**src/rtl/rgd_pkg.sv**
```systemverilog
// rgd_pkg: shared types and constants of the rds group decoder
// holds the command item passed from the front classifier to the back executor
// no dependencies
package rgd_pkg;

    localparam int QUEUE_DEPTH = 2;
    localparam int QUEUE_AW    = $clog2(QUEUE_DEPTH);
    localparam int QUEUE_CW    = $clog2(QUEUE_DEPTH + 1);

    localparam logic [7:0]  CODE_LOW     = 8'h0A;
    localparam logic [3:0]  TYPE_NAME    = 4'h0;
    localparam logic [3:0]  TYPE_TEXT    = 4'h2;
    localparam logic [7:0]  CHAR_DASH    = 8'h2D;
    localparam logic [63:0] NAME_SPACES  = 64'h2020_2020_2020_2020;
    localparam logic [15:0] PAIR_DASHES  = {CHAR_DASH, CHAR_DASH};
    localparam logic [1:0]  LAST_SEGMENT = 2'd3;

    typedef enum logic [1:0] {
        KIND_RESET,
        KIND_NAME,
        KIND_TEXT,
        KIND_OTHER
    } cmd_kind_t;

    typedef struct packed {
        cmd_kind_t   kind;
        logic [7:0]  code;
        logic [3:0]  slot;
        logic        flag;
        logic [15:0] chars_c;
        logic [15:0] chars_d;
    } cmd_t;

endpackage

```
**src/rtl/rgd_front.sv**
```systemverilog
// rgd_front: accepts groups and classifies them into command items
// depends on rgd_pkg
module rgd_front
    import rgd_pkg::*;
(
    input  logic        grp_valid,
    input  logic [15:0] block_a,
    input  logic [15:0] block_b,
    input  logic [15:0] block_c,
    input  logic [15:0] block_d,
    input  logic        queue_full,
    output logic        grp_stall,
    output logic        push,
    output cmd_t        cmd
);

    logic [7:0] code;

    // type nibble high, version bit low, ored with 0x0a
    assign code = {block_b[15:12], CODE_LOW[3:1], block_b[11]};

    always_comb
    begin
        cmd.code    = code;
        cmd.slot    = block_b[3:0];
        cmd.flag    = block_b[4];
        cmd.chars_c = block_c;
        cmd.chars_d = block_d;
        if (block_a == 16'd0)
        begin
            cmd.kind = KIND_RESET;
            cmd.code = 8'd0;
        end
        else if (block_b[15:12] == TYPE_NAME)
        begin
            cmd.kind = KIND_NAME;
        end
        else if (block_b[15:12] == TYPE_TEXT && !block_b[11])
        begin
            cmd.kind = KIND_TEXT;
        end
        else
        begin
            cmd.kind = KIND_OTHER;
        end
    end

    assign grp_stall = queue_full;
    assign push      = grp_valid && !queue_full;

endmodule

```
**src/rtl/rgd_queue.sv**
```systemverilog
// rgd_queue: short command queue between front and back
// depends on rgd_pkg
module rgd_queue
    import rgd_pkg::*;
(
    input  logic clk,
    input  logic rst_n,
    input  logic push,
    input  cmd_t push_cmd,
    input  logic pop,
    output logic full,
    output logic empty,
    output cmd_t head
);

    cmd_t                entry_reg [QUEUE_DEPTH];
    logic [QUEUE_AW-1:0] wr_ptr_reg;
    logic [QUEUE_AW-1:0] rd_ptr_reg;
    logic [QUEUE_CW-1:0] count_reg;
    logic [QUEUE_AW-1:0] wr_ptr_next;
    logic [QUEUE_AW-1:0] rd_ptr_next;
    logic [QUEUE_CW-1:0] count_next;

    assign full  = (count_reg == QUEUE_CW'(QUEUE_DEPTH));
    assign empty = (count_reg == '0);
    assign head  = entry_reg[rd_ptr_reg];

    always_comb
    begin
        wr_ptr_next = wr_ptr_reg;
        rd_ptr_next = rd_ptr_reg;
        count_next  = count_reg;
        if (push)
        begin
            wr_ptr_next = (wr_ptr_reg == QUEUE_AW'(QUEUE_DEPTH - 1)) ? '0
                                                                     : wr_ptr_reg + 1'b1;
        end
        if (pop)
        begin
            rd_ptr_next = (rd_ptr_reg == QUEUE_AW'(QUEUE_DEPTH - 1)) ? '0
                                                                     : rd_ptr_reg + 1'b1;
        end
        if (push && !pop)
        begin
            count_next = count_reg + 1'b1;
        end
        else if (pop && !push)
        begin
            count_next = count_reg - 1'b1;
        end
    end

    always_ff @(posedge clk or negedge rst_n)
    begin
        if (!rst_n)
        begin
            wr_ptr_reg <= '0;
            rd_ptr_reg <= '0;
            count_reg  <= '0;
        end
        else
        begin
            wr_ptr_reg <= wr_ptr_next;
            rd_ptr_reg <= rd_ptr_next;
            count_reg  <= count_next;
        end
    end

    always_ff @(posedge clk)
    begin
        if (push)
        begin
            entry_reg[wr_ptr_reg] <= push_cmd;
        end
    end

    a_no_push_full: assert property (@(posedge clk) disable iff (!rst_n)
        !(push && full))
        else $error("push into full queue");

    a_no_pop_empty: assert property (@(posedge clk) disable iff (!rst_n)
        !(pop && empty))
        else $error("pop from empty queue");

    a_count_range: assert property (@(posedge clk) disable iff (!rst_n)
        count_reg <= QUEUE_CW'(QUEUE_DEPTH))
        else $error("queue count out of range");

endmodule

```
**src/rtl/rgd_back.sv**
```systemverilog
// rgd_back: executes command items against the name and text-flag stores
// and holds the result register; depends on rgd_pkg
module rgd_back
    import rgd_pkg::*;
(
    input  logic        clk,
    input  logic        rst_n,
    input  logic        empty,
    input  cmd_t        head,
    output logic        pop,
    input  logic        res_stall,
    output logic        res_valid,
    output logic [7:0]  group_code,
    output logic [63:0] station_name,
    output logic        name_changed,
    output logic        was_reset,
    output logic        text_cleared,
    output logic        text_written,
    output logic [3:0]  text_slot,
    output logic [31:0] text_chars
);

    // name stores as four character pairs, pair 0 is the first two characters
    logic [15:0] cand_reg [4];
    logic [15:0] conf_reg [4];
    logic [15:0] cand_next [4];
    logic [15:0] conf_next [4];
    logic [63:0] pub_reg;
    logic [63:0] pub_next;
    logic        flag_reg;
    logic        flag_next;

    logic        res_valid_reg;
    logic [7:0]  code_reg;
    logic        changed_reg;
    logic        reset_reg;
    logic        cleared_reg;
    logic        written_reg;
    logic [3:0]  slot_reg;
    logic [31:0] chars_reg;

    logic        changed_next;
    logic        cleared_next;
    logic        pair_match;
    logic [1:0]  seg;
    logic [63:0] cand_packed;
    logic [63:0] conf_packed;

    assign pop = !empty && (!res_valid_reg || !res_stall);
    assign seg = head.slot[1:0];

    assign pair_match  = (cand_reg[seg] == head.chars_d);
    assign cand_packed = {cand_reg[0], cand_reg[1], cand_reg[2], cand_reg[3]};
    assign conf_packed = {conf_next[0], conf_next[1], conf_next[2], conf_next[3]};

    always_comb
    begin
        for (int i = 0; i < 4; i++)
        begin
            cand_next[i] = cand_reg[i];
            conf_next[i] = conf_reg[i];
        end
        pub_next     = pub_reg;
        flag_next    = flag_reg;
        changed_next = 1'b0;
        cleared_next = 1'b0;
        case (head.kind)
            KIND_RESET:
            begin
                for (int i = 0; i < 4; i++)
                begin
                    cand_next[i] = PAIR_DASHES;
                    conf_next[i] = PAIR_DASHES;
                end
                pub_next     = NAME_SPACES;
                cleared_next = 1'b1;
            end
            KIND_NAME:
            begin
                if (pair_match)
                begin
                    conf_next[seg] = head.chars_d;
                end
                // candidate still holds the pair here, so the full compare is valid
                if (pair_match && seg == LAST_SEGMENT && cand_packed == conf_packed
                    && conf_packed != pub_reg)
                begin
                    pub_next     = conf_packed;
                    changed_next = 1'b1;
                end
                cand_next[seg] = head.chars_d;
            end
            KIND_TEXT:
            begin
                if (head.flag != flag_reg)
                begin
                    flag_next    = head.flag;
                    cleared_next = 1'b1;
                end
            end
            default:
            begin
            end
        endcase
    end

    always_ff @(posedge clk or negedge rst_n)
    begin
        if (!rst_n)
        begin
            for (int i = 0; i < 4; i++)
            begin
                cand_reg[i] <= PAIR_DASHES;
                conf_reg[i] <= PAIR_DASHES;
            end
            pub_reg       <= NAME_SPACES;
            flag_reg      <= 1'b0;
            res_valid_reg <= 1'b0;
        end
        else
        begin
            if (pop)
            begin
                for (int i = 0; i < 4; i++)
                begin
                    cand_reg[i] <= cand_next[i];
                    conf_reg[i] <= conf_next[i];
                end
                pub_reg  <= pub_next;
                flag_reg <= flag_next;
            end
            if (pop)
            begin
                res_valid_reg <= 1'b1;
            end
            else if (!res_stall)
            begin
                res_valid_reg <= 1'b0;
            end
        end
    end

    always_ff @(posedge clk)
    begin
        if (pop)
        begin
            code_reg    <= head.code;
            changed_reg <= changed_next;
            reset_reg   <= (head.kind == KIND_RESET);
            cleared_reg <= cleared_next;
            written_reg <= (head.kind == KIND_TEXT);
            slot_reg    <= (head.kind == KIND_TEXT) ? head.slot : 4'd0;
            chars_reg   <= (head.kind == KIND_TEXT) ? {head.chars_c, head.chars_d} : 32'd0;
        end
    end

    assign res_valid    = res_valid_reg;
    assign group_code   = code_reg;
    assign station_name = pub_reg;
    assign name_changed = changed_reg;
    assign was_reset    = reset_reg;
    assign text_cleared = cleared_reg;
    assign text_written = written_reg;
    assign text_slot    = slot_reg;
    assign text_chars   = chars_reg;

    a_reset_clears: assert property (@(posedge clk) disable iff (!rst_n)
        res_valid_reg && reset_reg |-> cleared_reg && pub_reg == NAME_SPACES)
        else $error("reset item without cleared text or space name");

    a_change_name_only: assert property (@(posedge clk) disable iff (!rst_n)
        res_valid_reg && changed_reg |-> !reset_reg && !written_reg
        && code_reg[7:4] == TYPE_NAME)
        else $error("name change from a non-name item");

    a_pub_moves_on_change: assert property (@(posedge clk) disable iff (!rst_n)
        pop && head.kind != KIND_RESET && !changed_next |=> $stable(pub_reg))
        else $error("published name moved without a change");

endmodule

```
**src/rtl/rds_group_decoder.sv**
```systemverilog
// rds_group_decoder: top level of the rds group decoder
// depends on rgd_pkg, rgd_front, rgd_queue, rgd_back
//
// takes one rds group (four 16-bit blocks) per item and returns exactly one result
// item per group. a zero first block resets the station-name stores to dashes,
// the published name to spaces, and flags a text clear. groups 0a/0b carry two
// name characters at segment block_b[1:0]; a pair seen twice in a row is
// confirmed, and when the last segment confirms with candidate and confirmed
// names equal in all eight bytes the name is published (name_changed marks a new
// value). group 2a reports four radiotext characters for slot block_b[3:0]; the
// text buffer itself lives outside, and text_cleared tells it to clear on an
// a/b flag toggle. rate: one item per cycle while res_stall is low; the front
// classifies each accepted group into a two-entry queue, then the back executor
// pops it, updates the stores and loads the result register. the result register
// and queue let a new group be accepted while a result waits.
// there is no clearing pass; the stores come out of reset ready.
module rds_group_decoder
    import rgd_pkg::*;
(
    input  logic        clk,
    input  logic        rst_n,
    // group channel
    input  logic        grp_valid,
    output logic        grp_stall,
    input  logic [15:0] block_a,
    input  logic [15:0] block_b,
    input  logic [15:0] block_c,
    input  logic [15:0] block_d,
    // result channel
    output logic        res_valid,
    input  logic        res_stall,
    output logic [7:0]  group_code,
    output logic [63:0] station_name,
    output logic        name_changed,
    output logic        was_reset,
    output logic        text_cleared,
    output logic        text_written,
    output logic [3:0]  text_slot,
    output logic [31:0] text_chars
);

    // front to queue
    logic push;
    cmd_t push_cmd;
    logic queue_full;

    // queue to back
    logic pop;
    logic queue_empty;
    cmd_t head_cmd;

    // classify the group: reset, name, text or other
    rgd_front u_front (
        .grp_valid  (grp_valid),
        .block_a    (block_a),
        .block_b    (block_b),
        .block_c    (block_c),
        .block_d    (block_d),
        .queue_full (queue_full),
        .grp_stall  (grp_stall),
        .push       (push),
        .cmd        (push_cmd)
    );

    // decouples acceptance from result backpressure
    rgd_queue u_queue (
        .clk      (clk),
        .rst_n    (rst_n),
        .push     (push),
        .push_cmd (push_cmd),
        .pop      (pop),
        .full     (queue_full),
        .empty    (queue_empty),
        .head     (head_cmd)
    );

    // store updates and result register
    rgd_back u_back (
        .clk          (clk),
        .rst_n        (rst_n),
        .empty        (queue_empty),
        .head         (head_cmd),
        .pop          (pop),
        .res_stall    (res_stall),
        .res_valid    (res_valid),
        .group_code   (group_code),
        .station_name (station_name),
        .name_changed (name_changed),
        .was_reset    (was_reset),
        .text_cleared (text_cleared),
        .text_written (text_written),
        .text_slot    (text_slot),
        .text_chars   (text_chars)
    );

endmodule

```
**config.mk**
```make
export PLATFORM = sky130hd
export DESIGN_NAME = rds_group_decoder
export DESIGN_NICKNAME = d
export VERILOG_FILES = /design/src/rtl/rgd_pkg.sv /design/src/rtl/rgd_front.sv /design/src/rtl/rgd_queue.sv /design/src/rtl/rgd_back.sv /design/src/rtl/rds_group_decoder.sv
export SDC_FILE = /design/constraint.sdc
export NUM_CORES = 1
export LEC_CHECK = 0
export ABC_AREA = 1
export BUFFER_PORTS_ARGS = -buffer_cell sky130_fd_sc_hd__buf_2
export CAP_MARGIN = 20
export CORE_MARGIN = 5
export CORE_UTILIZATION = 55
export DETAILED_ROUTE_END_ITERATION = 12
export PLACE_DENSITY = 0.78
export SYNTH_ARGS = -nofsm -noshare
export SYNTH_HDL_FRONTEND = slang
export SYNTH_HIERARCHICAL = 1
export SYNTH_SLANG_ARGS = --single-unit
```
**constraint.sdc**
```tcl
create_clock -name clk -period 4.5 [get_ports clk]
set_input_delay 0.45 -clock clk [delete_from_list [all_inputs] [get_ports clk]]
set_output_delay 0.45 -clock clk [all_outputs]
set_load 0.01 [all_outputs]
```
==> results of run 1 <==
[through the flow]
stage	total power [mW]	area, um^2	util	hold WS (ns)	setup TNS [ns]
global placement	12.15	20920	0.6072	0.4685	0
CTS	15.47	22180	0.6436	0.04312	0
floorplan	9.433	19160	-	0.1544	0
finish	16.15	23350	0.6776	0.05981	0
global route	16.93	23350	0.6775	0.05055	-2.119
detailed placement	12.31	20920	0.6072	0.4685	-1.739
[cell usage in the layout, fill, tap and decap left out, drive strengths merged]
cell	instances
o211ai	3
nand4	14
diode	1
nor3	1
a211oi	24
o21ai	111
edfxtp	142
buf	328
a41oi	7
o22ai	81
a31oi	9
or2	8
dfrtp	126
xor2	10
xnor2	12
dfstp	72
clkbuf	69
a21oi	44
nand3	235
clkinv	12
conb	1
nor2	206
o41ai	1
clkinvlp	4
nand2	799
ha	1
nand3b	46
bufinv	1
dlygate4sd3	1
inv	263
mux2	48
[area by class of cell]
cell class	instances	area share
sequential	340	0.3987
timing repair buffer	346	0.1176
clock inverter	17	0.006913
antenna	1	0.0001072
clock buffer	52	0.04598
inverter	263	0.04250
tap	455	0.02438
multi-input combinational	1661	0.3638
[power breakdown]
group | switching, mW | internal (mW)
clock network | 1.34 | 1.75
logic | 5.13 | 2.67
registers | 0.725 | 4.53
total | 7.20 | 8.95
[final timing paths]
| path | start | end | cells past startpoint |
|---|---|---|---|
| min reg2reg | u_back/cand_packed[2]$_DFFE_PN1P_ | u_back/cand_packed[2]$_DFFE_PN1P_ | 2 |
| max in group asynchronous | rst_n | u_back/station_name[37]$_DFFE_PN1P_ | 3 |
| min in group asynchronous | rst_n | u_back/station_name[27]$_DFFE_PN0P_ | 2 |
| min | block_d[12] | u_queue/entry_reg[1][12]$_DFFE_PP_ | 1 |
| max reg2reg | u_queue/rd_ptr_reg$_DFFE_PN0P_ | u_back/station_name[47]$_DFFE_PN0P_ | 29 |
| max | u_queue/rd_ptr_reg$_DFFE_PN0P_ | u_back/station_name[47]$_DFFE_PN0P_ | 29 |
[per-layer routing]
| metal | up-vias | part of all wire |
|---|---|---|
| met5 | - | 0 |
| met4 | 0 | 0.071 |
| met3 | 270 | 0.10 |
| met2 | 1142 | 0.45 |
| met1 | 8802 | 0.37 |
| li1 | 8337 | - |
[cell families after synthesis]
| family | after synthesis | share of synthesized area |
|---|---|---|
| simple gates | 1308 | 0.2893 |
| buf+inv | 420 | 0.09770 |
| flops | 340 | 0.4859 |
| compound gates | 280 | 0.08411 |
| mux | 48 | 0.03213 |
| xor+xnor | 22 | 0.01006 |
| fa+ha+maj | 1 | 0.0006529 |
| other cells | 1 | 0.0001957 |
[critical path: cells and delay by family, from the launching register on]
family	cells	cell delay (ns)
simple gates	21	2.25
mux	1	0.41
buf+inv	6	1.05
compound gates	1	0.21
flops	1	0.42
[what timing repair did]
action	4_1_cts	5_1_grt
pin swaps	0	29
hold buffers	1	0
hold endpoints to repair	13	0
setup endpoints to repair	64	65
cloned	0	19
gates resized for setup	4	147
buffers inserted	0	25
==> impl_metrics.toml, run 1 <==
[logic_synthesis]
synth_enable_flop_cells = 142
synth-async-reset-ratio = 0.5824
ys_ff_latch = 340
yosys-top-cells-count = "nand2_1 (793), inv_1 (256), nand3_1 (222)"
synthesis.yosys.warnings = 6
top_count_cell_post_synth = "nand2_1"
syn_area_per_cell_um2 = 7.917
most_used_flip_flop_cell_after_synthesis = "edfxtp_1"
synth_top_cells_by_area = "edfxtp_1 (22%), dfrtp_1 (16%), nand2_1 (16%)"
syn_nets = 2489
synth.yosys.seq_area_share = 0.4859
netlist_area_um2 = 19160
yosysTopAreaCellShare = 0.2226
synth_cell_types = 38
netlist_instances = 2420
synth_largest_area_cell = "edfxtp_1"

[placement]
dp_hpwl_um = 45300
port_buffers = 175
globalplace.congestion = 1.032
place.detailed.instances = 3020
pre_cts_slack_ns = -0.06242

[grt]
most_congested_layer_reported_by_global_routing = "met2"
antenna_found_initial = 1
grt_start_max_net_pins = 136
global_route.overflow_total = 0
via_count_of_the_first_global_routing_pass = 17300
global_route_wire_length_before_repair_um = 99380
use_met1 = 0.4351
gr-usage-met2 = 0.5326
grt_use_total = 0.3328
globalRouteMet3Util = 0.05453

[die]
rows = 68
design.die.area_um2 = 38670
dieHeight_um = 196.6
io_count = 182
design.core.area_um2 = 34460
die-width_um = 196.6
initial_utilization = 0.5560

[final_layout]
final_layout_size_suffix_gt1_frac = 0.2535
number_of_flip_flops_in_the_largest_register = 94
areaGrowthSynthToFinish_pct = 21.86
nets = 2719
fill_cells = 2822
multiInputGateArea_um2 = 8493
fin_cells = 3135
final-seq-area_um2 = 9310

[worst_setup_path]
path_max_fanout = 7
worst-endpoint-arrival_ns = 4.93
timing.critical_path.slowest_cell_delay_ns = 0.42
critPathCaptureType = "register"
most_prevalent_standard_cell_on_the_critical_path = "nand2_1"
criticalPathCategory = "reg2reg"
cp_data_required_time_ns = 4.96
minimum_setup_slack_among_reg_to_reg_paths_ns = 0.04
critPathSlowestCell = "dfrtp_2"
critical_path_start_type = "register"

[timing]
max-slew-margin-rel = 0.2951
worst_pin_slew_ns = 1.057
max_frequency_ghz = 0.2240
min_period_over_period = 0.9920
worst_clock_skew_ns = 0.01990
finalHoldViolCount = 0
final_critical_path_required_period_ns = 4.464
timing.final.ws_setup_ns = 0.03619
timing.final.setup_violations = 0
finalMaxSlewViolations = 0

[clocking]
max_buffers_root_to_sink = 3
latest_clock_arrival_within_the_worst_skew_pair_ns = 0.58
cts_htree_levels = 2
clk_transition_reported_paths_ns = 0.06
cts_sinks = 340
cts_tree = "built"
cts-buffers-inserted = 38
clockRootBuffer = "clkbuf_16"

[route]
drt_first_iter_violations = 2264
totalWireLength_um = 69430
detailroute.via_count = 18550
routed_wire_length_per_instance_um = 22.15
dr.pass1.iters = 6
post-route-drc-count = 0
drtAntennaViolNets = 0
vias_per_cell = 5.917

[outcome]
status = "completed"

[power]
vdd_drop_max_v = 0.001081
leakagePower_nw = 11.48
cellPowerDensity_nw_per_um2 = 691.7

[min_path]
hold_class = "in2reg"

[job]
cap_violations = 0
Power figures use the tool's default switching activity.
==> run 2: changes to the inputs <==
Settings changed: CORE_UTILIZATION 55 to 56, CTS_BUF_LIST from default to sky130_fd_sc_hd__clkbuf_4 sky130_fd_sc_hd__clkbuf_8, PLACE_DENSITY 0.78 to 0.79, SYNTH_HIERARCHICAL 1 to default.
==> run 2 against run 1 <==
  * Combinational power grew 10%
  * Sequential cell count decreased by 6
  * Synthesized cell count increased by 5.6%
  * Fmax rose by 0.90%
  * Final cell count increased by 5.9%
  * Register-to-register slack improved by 0.04 ns
  * Clock power is 2% lower
  * Total power is 5.0% higher
  * Global-route usage rose by 0.26 points
  * Hold slack better by 0.0064 ns
==> impl_metrics.toml, run 2 <==
[worst_setup_path]
critPathSlowestCell = "dfrtp_2"
critical_path_start_type = "register"
timing.reg2reg.worst_path_depth = 31
cp_data_required_time_ns = 5.09
worst-endpoint-arrival_ns = 5.01
reg2reg_from = "u_queue.rd_ptr_reg$_DFFE_PN0P_"
crit-reg2reg-capture = "u_back.station_name[42]$_DFFE_PN0P_"
most_prevalent_standard_cell_on_the_critical_path = "nand2_1"
criticalPathCategory = "reg2reg"
path_max_fanout = 15
minimum_setup_slack_among_reg_to_reg_paths_ns = 0.08
critPathCaptureType = "register"
timing.critical_path.slowest_cell_delay_ns = 0.46

[clocking]
max_buffers_root_to_sink = 3
cts_sinks = 334
cts_tree = "built"
clk_transition_reported_paths_ns = 0.06
clockRootBuffer = "clkbuf_8"
cts_htree_levels = 2
cts-buffers-inserted = 58
latest_clock_arrival_within_the_worst_skew_pair_ns = 0.68

[logic_synthesis]
netlist_area_um2 = 18930
synth_top_cells_by_area = "edfxtp_1 (22%), nand2_1 (19%), dfrtp_1 (17%)"
syn_nets = 2625
synth_enable_flop_cells = 136
synth_cell_types = 43
yosys-top-cells-count = "nand2_1 (961), inv_1 (265), nand3_1 (231)"
synthesis.yosys.warnings = 0
top_count_cell_post_synth = "nand2_1"
most_used_flip_flop_cell_after_synthesis = "edfxtp_1"
synth-async-reset-ratio = 0.5928
synth.yosys.seq_area_share = 0.4823
netlist_instances = 2556
synth_largest_area_cell = "edfxtp_1"
syn_area_per_cell_um2 = 7.405
ys_ff_latch = 334
yosysTopAreaCellShare = 0.2158

[route]
drt_first_iter_violations = 2244
totalWireLength_um = 67390
drtAntennaViolNets = 0
vias_per_cell = 5.799
detailroute.via_count = 19260
routed_wire_length_per_instance_um = 20.29
dr.pass1.iters = 12
post-route-drc-count = 0

[timing]
min_period_over_period = 0.9831
final_critical_path_required_period_ns = 4.424
worst_pin_slew_ns = 1.077
finalHoldViolCount = 0
max_frequency_ghz = 0.2260
timing.final.setup_violations = 0
max-slew-margin-rel = 0.2823
finalMaxSlewViolations = 0
worst_clock_skew_ns = 0.03600

[final_layout]
areaGrowthSynthToFinish_pct = 20.25
number_of_flip_flops_in_the_largest_register = 90
final_cell_mix = "nand2_1 (952), inv_1 (265), o21ai_0 (228), nand3_1 (227), buf_2 (173)"
num_antenna_cells = 0
final_layout_size_suffix_gt1_frac = 0.1866
nets = 2893
mostFrequentLayoutCell = "nand2_1"
fin_cells = 3321

[min_path]
min_from = "res_stall"
worst_hold_path.endpoint = "u_back.res_valid$_DFFE_PN0P_"
hold_class = "in2reg"
whs_path_depth = 3

[grt]
grt_use_total = 0.3354
via_count_of_the_first_global_routing_pass = 17850
global_route.overflow_total = 0
antenna_found_initial = 0
global_route_wire_length_before_repair_um = 100200
grt_start_max_net_pins = 123

[die]
die-width_um = 193.8
initial_utilization = 0.5659
rows = 67
dieHeight_um = 193.8
design.die.area_um2 = 37570
io_count = 182
design.core.area_um2 = 33450

[placement]
port_buffers = 174
globalplace.congestion = 0.9752
place.detailed.instances = 3159
dp_hpwl_um = 44200

[job]
cap_violations = 0

[outcome]
status = "completed"

[power]
vdd_drop_max_v = 0.0004733
cellPowerDensity_nw_per_um2 = 745.0
leakagePower_nw = 11.49
power.total_mw = 16.96
-- run 2: cell types whose count changed after synthesis, sizes merged, moves of 19 or more --
cell / delta
inv: +19
o22ai: -59
a21oi: -19
mux2: -48
nand3b: -19
o21ai: +147
nand2: +171
buf: -33
nor2: -32
-- run 2: layout make-up --
cell class	count	area, um^2
multi-input combinational	1817	8302
timing repair buffer	329	2441
fill	2744	10690
sequential	334	9130
inverter	284	1076
clock inverter	31	239.0
tap	448	560.5
clock buffer	78	1011
-- run 2: routing by layer --
metal / vias to the layer above / wire [um] / track usage
met5: - / 0 / 0
li1: 8810 / - / -
met2: 1352 / 29790 / 0.5125
met4: 0 / 2999 / 0.1466
met1: 8864 / 25340 / 0.4568
met3: 234 / 9257 / 0.08514
-- run 2: cell families after synthesis --
kind of cell,Yosys count,share of synthesized area
adder cells (fa/ha/maj),1,0.0006610
AND/OR/NAND/NOR,1430,0.3122
flip-flops,334,0.4823
other,1,0.0001981
AO/OA/AOI/OAI,360,0.1045
buffers and inverters,406,0.08911
XOR/XNOR,24,0.01111
-- run 2: worst max-delay path: cells and delay by family (launching register included) --
family                 cells  cell delay [ns]
AO/OA/AOI/OAI              1             0.10
buffers and inverters      5             0.87
flip-flops                 1             0.46
AND/OR/NAND/NOR           25             2.92
-- run 2: per-stage QoR --
step                hold slack (ns)  worst slack (ns)  TNS [ns]  instance area, um^2    util
floorplan                    0.1544             1.224         0                18930       -
global placement             0.4680           0.09718         0                20670  0.6181
detailed placement           0.4797           0.02610         0                20670  0.6181
CTS                         0.03158         0.0008060         0                22310  0.6669
global route                0.05681          -0.05696    -1.592                22760  0.6804
finish                      0.06619           0.07593         0                22760  0.6804
-- run 2: power by group --
group          total [mW]  leakage (nW)  switching [mW]  internal [mW]
Clock                3.04         0.667            1.40           1.64
Combinational        8.61          7.07            5.94           2.67
Sequential           5.31          3.75           0.735           4.57
Total                17.0          11.5            8.07           8.88
-- run 2: worst max-delay path by stage --
stage                                   startpoint                             endpoint  slack (ns)  cells past startpoint
floorplan           u_queue.rd_ptr_reg$_DFFE_PN0P_  u_back.station_name[32]$_DFFE_PN0P_        1.22                     27
global placement    u_queue.rd_ptr_reg$_DFFE_PN0P_  u_back.station_name[52]$_DFFE_PN0P_         0.1                     31
detailed placement  u_queue.rd_ptr_reg$_DFFE_PN0P_  u_back.station_name[52]$_DFFE_PN0P_        0.03                     31
CTS                 u_queue.rd_ptr_reg$_DFFE_PN0P_  u_back.station_name[15]$_DFFE_PN0P_      0.0008                     31
global route        u_queue.rd_ptr_reg$_DFFE_PN0P_  u_back.station_name[15]$_DFFE_PN0P_       -0.06                     31
finish              u_queue.rd_ptr_reg$_DFFE_PN0P_  u_back.station_name[42]$_DFFE_PN0P_        0.08                     31
-- run 2: timing repair --
action                                 in CTS  in global routing
setup endpoints to repair                   0                 64
hold buffers                               38                  0
gates resized for setup                     0                 54
endpoints found under the hold margin     141                  0
buffers inserted                            0                  5
